File: src/thp_pkg.sv
// Shared types, register codes and constants for the sensor compensation pipeline.
// No dependencies; every other file imports this package.
`default_nettype none
package thp_pkg;

	// Register map
	localparam int unsigned CFG_IDX_W = 3;
	localparam logic [CFG_IDX_W-1:0] REG_TEMP  = 3'd0;
	localparam logic [CFG_IDX_W-1:0] REG_PLOW  = 3'd1;
	localparam logic [CFG_IDX_W-1:0] REG_PHIGH = 3'd2;
	localparam logic [CFG_IDX_W-1:0] REG_P9    = 3'd3;
	localparam logic [CFG_IDX_W-1:0] REG_HUM   = 3'd4;

	// One quotient bit per divider stage
	localparam int DIV_STAGES = 64;

	// Formula constants
	localparam logic signed [32:0] TFINE_OFS_P = 33'sd128000;
	localparam logic signed [63:0] P_DIV_SCALE = 64'sd3125;
	localparam logic [20:0]        P_ADC_FULL  = 21'd1048576;
	localparam logic signed [63:0] P_X_BIAS    = 64'sh0000_8000_0000_0000;
	localparam logic signed [31:0] TFINE_OFS_H = 32'sd76800;
	localparam logic signed [31:0] HUM_RND     = 32'sd16384;
	localparam logic signed [31:0] HUM_M_OFS   = 32'sd32768;
	localparam logic signed [31:0] HUM_W_OFS   = 32'sd2097152;
	localparam logic signed [31:0] HUM_W_RND   = 32'sd8192;
	localparam logic signed [31:0] HUM_MAX     = 32'sd419430400;
	localparam logic [16:0]        HUM_OUT_MAX = 17'd102400;
	localparam logic signed [31:0] TEMP_RND    = 32'sd128;

	typedef struct packed {
		logic [19:0] raw_temperature;
		logic [19:0] raw_pressure;
		logic [15:0] raw_humidity;
	} in_item_t;

	typedef struct packed {
		logic signed [31:0] temperature;
		logic [31:0]        pressure;
		logic [16:0]        humidity;
		logic               pressure_div_zero;
	} out_item_t;

	// Unpacked calibration coefficients
	typedef struct packed {
		logic [15:0]        t1;
		logic signed [15:0] t2;
		logic signed [15:0] t3;
		logic [15:0]        p1;
		logic signed [15:0] p2;
		logic signed [15:0] p3;
		logic signed [15:0] p4;
		logic signed [15:0] p5;
		logic signed [15:0] p6;
		logic signed [15:0] p7;
		logic signed [15:0] p8;
		logic signed [15:0] p9;
		logic [7:0]         h1;
		logic signed [15:0] h2;
		logic [7:0]         h3;
		logic signed [11:0] h4;
		logic signed [11:0] h5;
		logic signed [7:0]  h6;
	} coeff_t;

	// Side band that rides along the divider
	typedef struct packed {
		logic signed [31:0] temperature;
		logic [16:0]        humidity;
		logic               dz;
		logic               qneg;
	} side_t;

endpackage
`default_nettype wire

File: src/thp_temp.sv
// Temperature front end: three stages from raw reading to fine temperature.
// Depends on thp_pkg.
`default_nettype none
module thp_temp import thp_pkg::*; (
	input  wire logic               clk,
	input  wire logic               arst_n,
	input  wire logic               en,
	input  wire logic               vld,
	input  wire in_item_t           item,
	input  wire coeff_t             cf,
	output logic                    vld_out,
	output logic signed [31:0]      tfine,
	output logic [19:0]             raw_p,
	output logic [15:0]             raw_h
);

	logic vld_s1, vld_s2, vld_s3;
	logic signed [31:0] aprod_s1, dd_s1, a_s2, b1_s2, tfine_s3;
	logic [19:0] rawp_s1, rawp_s2, rawp_s3;
	logic [15:0] rawh_s1, rawh_s2, rawh_s3;

	logic signed [31:0] aprod_c, dd_c, a_c, b1_c;

	// Stage 1: linear and square terms
	always_comb begin
		logic signed [31:0] adc, t1x, diff, dv;
		adc     = signed'({12'd0, item.raw_temperature});
		t1x     = signed'({16'd0, cf.t1});
		diff    = (adc >>> 3) - (t1x <<< 1);
		aprod_c = diff * 32'(cf.t2);
		dv      = (adc >>> 4) - t1x;
		dd_c    = dv * dv;
	end

	// Stage 2: scale and cubic coefficient
	always_comb begin
		a_c  = aprod_s1 >>> 11;
		b1_c = (dd_s1 >>> 12) * 32'(cf.t3);
	end

	always_ff @(posedge clk or negedge arst_n) begin
		if (!arst_n) begin
			vld_s1 <= 1'b0;
			vld_s2 <= 1'b0;
			vld_s3 <= 1'b0;
		end else if (en) begin
			vld_s1 <= vld;
			vld_s2 <= vld_s1;
			vld_s3 <= vld_s2;
		end
	end

	always_ff @(posedge clk) begin
		if (en) begin
			aprod_s1 <= aprod_c;
			dd_s1    <= dd_c;
			rawp_s1  <= item.raw_pressure;
			rawh_s1  <= item.raw_humidity;
			a_s2     <= a_c;
			b1_s2    <= b1_c;
			rawp_s2  <= rawp_s1;
			rawh_s2  <= rawh_s1;
			tfine_s3 <= a_s2 + (b1_s2 >>> 14);
			rawp_s3  <= rawp_s2;
			rawh_s3  <= rawh_s2;
		end
	end

	assign vld_out = vld_s3;
	assign tfine   = tfine_s3;
	assign raw_p   = rawp_s3;
	assign raw_h   = rawh_s3;

endmodule
`default_nettype wire

File: config.mk
export PLATFORM = sky130hd
export DESIGN_NAME = thp_temp
export DESIGN_NICKNAME = d
export VERILOG_FILES = /design/src/thp_pkg.sv /design/src/thp_temp.sv
export SDC_FILE = /design/constraint.sdc
export NUM_CORES = 2
export LEC_CHECK = 0
export BUFFER_PORTS_ARGS = -buffer_cell sky130_fd_sc_hd__buf_2
export CORE_ASPECT_RATIO = 1.2
export CORE_MARGIN = 1
export CORE_UTILIZATION = 48
export CTS_CLUSTER_SIZE = 14
export DETAILED_ROUTE_END_ITERATION = 7
export PLACE_DENSITY_LB_ADDON = 0.08
export SYNTH_ARGS = -nofsm -noshare
export SYNTH_HDL_FRONTEND = slang
export SYNTH_SLANG_ARGS = --single-unit
File: constraint.sdc
create_clock -name clk -period 15.2 [get_ports clk]
set_input_delay 3.04 -clock clk [delete_from_list [all_inputs] [get_ports clk]]
set_output_delay 3.04 -clock clk [all_outputs]
set_load 0.01 [all_outputs]
==> results.sh <==
export IMPL_synth_xor_area_frac=0.0304
export IMPL_postCtsSetupRepairBufs=0
export IMPL_cp_top_family="adder cells"
export IMPL_ys_warn_count=0
export IMPL_cp_max_fo=19
export IMPL_syn_area_per_cell_um2=10.0
export IMPL_htreeDepth=1
export IMPL_clk_pin_slew_worst_paths_ns=0.06
export IMPL_fin_skew_ns=0.00990
export IMPL_cp_num_buf_inv=8
export IMPL_die_y_um=308
export IMPL_maxSlewViolCount=0
export IMPL_finalHoldViolCount=0
export IMPL_status="completed"
export IMPL_row_count=111
export IMPL_die_w_um=257
export IMPL_rsz0062_at_grt="no"
export IMPL_cp_required_ns=15.48
export IMPL_synth_edf_count=210
export IMPL_cp_start_kind="input port"
export IMPL_mostFrequentLayoutCells="996 x inv_1, 816 x fa_1, 462 x nand2_1, 277 x ha_1, 211 x and2_1"
export IMPL_slew_headroom=0.381
export IMPL_grt_max_degree=122
export IMPL_synth_seq_cells=213
export IMPL_clock_path_buffers=3
export IMPL_syn2layout_area_growth_pct=7.18
export IMPL_synth_compound_area_frac=0.0360
export IMPL_wl_per_cell_um=17.4
export IMPL_dr_pass1_iters=5
export IMPL_setup_worst_path_class="in2reg"
export IMPL_yosysSeqAreaShare=0.171
export IMPL_track_usage=0.225
export IMPL_synthAdderAreaFrac=0.530
export IMPL_min_period_over_period=0.791
export IMPL_cap_violations=0
export IMPL_muxShareOfSynthArea=0.00121
export IMPL_yosys_area_share_simple=0.116
export IMPL_vias=24100
export IMPL_cts_tree="built"
export IMPL_critPathSlowestCell="xor2_1"
export IMPL_hold_start="aprod_s1[28]$_DFFE_PP_"
export IMPL_nNetsFinal=5226
export IMPL_tns_ns=0
export IMPL_clock_sinks=213
export IMPL_syn_nets=5130
export IMPL_numCtsBuffers=23
export IMPL_dpl_hpwl_mm=68.1
export IMPL_hold_buffers=0
export IMPL_netlist_area_mm2=0.0374
export IMPL_max_freq_mhz=83.2
export IMPL_ios=385
export IMPL_synth_cells=3721
export IMPL_drt_iter0_drc=1141
export IMPL_hold_class="reg2reg"
export IMPL_grt_pass1_vias=25900
export IMPL_antenna_found_initial=4
export IMPL_cts_root_buf="clkbuf_16"
export IMPL_cts_resized_gates=0
export IMPL_clkLatencyLatePin_ns=0.54
export IMPL_synth_top_family_by_area="adder cells"
export IMPL_port_buffers=173
export IMPL_critical_path_startpoint="cf[241]"
export IMPL_ys_types=60
export IMPL_grt_first_pass_wirelength_mm=138
export IMPL_slowest_delay_ns=0.67
export IMPL_drcViolationCount=0
export IMPL_finalSetupViolations=0
export IMPL_layout_drive_gt1_share=0.0694
export IMPL_grt_overflow=0
export IMPL_ys_async_sr_fraction=0.0141
export IMPL_die_area_mm2=0.0789
export IMPL_tightest_slew_ns=0.927
export IMPL_worstReg2RegStart="dd_s1[21]$_DFFE_PP_"
export IMPL_end_kind="flop"
export IMPL_cp_arrival_ns=12.30
export IMPL_start_util=0.487
export IMPL_min_period_ns=12.02
export IMPL_cpMostUsedCell="inv_1"
export IMPL_viasPerCell=4.96
export IMPL_final_common_cell="inv_1"
export IMPL_globalplace_congestion=0.806
export IMPL_ys_flop_type="edfxtp_1"
export IMPL_wl_mm=84.2
export IMPL_coreArea_mm2=0.0767
export IMPL_final_antenna_net_count=0
routing by layer:
metal	GRT usage	vias to the layer above	routed length [µm]
li1	-	11100	-
met1	0.288	12500	34900
met2	0.412	408	44600
met3	0.0151	82	2640
met4	0.0572	6	2010
met5	0	-	37
path summary, 6_finish.rpt:
check                      slack, ns                   to  depth (start not counted)
hold reg to reg                 0.41   a_s2[17]$_DFFE_PP_                          0
max in group asynchronous      12.82  vld_out$_DFFE_PN0P_                          1
setup / recovery                3.18  dd_s1[28]$_DFFE_PP_                         33
setup reg to reg                7.46  b1_s2[31]$_DFFE_PP_                         23
min in group asynchronous       2.28   vld_s1$_DFFE_PN0P_                          1
hold / removal                  0.41   a_s2[17]$_DFFE_PP_                          0
cell usage after synthesis, types with 6 or more instances:
library cell | count | share of area
o31ai_1 | 10 | 0.0020
a21oi_1 | 57 | 0.0076
nand4_1 | 12 | 0.0020
clkbuf_1 | 117 | 0.012
fa_1 | 816 | 0.44
buf_4 | 10 | 0.0020
o21ai_0 | 48 | 0.0064
inv_1 | 996 | 0.10
o21a_1 | 19 | 0.0038
nor3_1 | 18 | 0.0024
nand3_1 | 9 | 0.0012
a21o_1 | 23 | 0.0046
edfxtp_1 | 210 | 0.17
a211oi_1 | 9 | 0.0018
a31oi_1 | 6 | 0.0010
nor2b_1 | 30 | 0.0050
xor2_1 | 26 | 0.0061
nor2_1 | 143 | 0.014
nand2b_1 | 35 | 0.0059
and2_1 | 211 | 0.035
nand2_1 | 462 | 0.046
ha_1 | 277 | 0.093
xnor2_1 | 102 | 0.024
area by class of cell:
class / count / area (µm²)
clock buffers: 31 / 636
inverters: 1003 / 3760
multi-input cells: 2373 / 26700
fillers: 7222 / 36600
flip-flops and latches: 213 / 6380
clock inverters: 11 / 153
diodes: 2 / 5.00
well taps: 1017 / 1270
repair buffers: 203 / 1100
metrics by stage:
step | cell area, µm² | hold slack [ns] | util | std cells | setup WS (ns)
2_1_floorplan | 37400 | 0.400 | - | 3721 | 3.96
3_3_place_gp | 39200 | 0.400 | 0.512 | 4809 | 2.59
3_5_place_dp | 39200 | 0.405 | 0.512 | 4809 | 2.57
4_1_cts | 40000 | 0.412 | 0.522 | 4851 | 3.12
5_1_grt | 40000 | 0.413 | 0.522 | 4851 | 2.44
6_report | 40000 | 0.407 | 0.522 | 4853 | 3.18
sequential cells by signal (all words and copies together), names as in the netlist:
register,cells
raw_p,20
rawp_s2,20
rawh_s1,16
vld_out,1
a_s2,21
vld_s1,1
tfine,22
b1_s2,18
raw_h,16
rawp_s1,20
vld_s2,1
dd_s1,20
aprod_s1,21
rawh_s2,16
cell families after synthesis:
kind of cell             after synthesis
XOR/XNOR                             129
adder cells (fa/ha/maj)             1093
multiplexers                           4
AND/OR/NAND/NOR                      940
flip-flops                           213
buffers and inverters               1135
AO/OA/AOI/OAI                        207
Power is not shown: default switching activity piles up to over one toggle a cycle in this logic, so the estimate is an artifact.
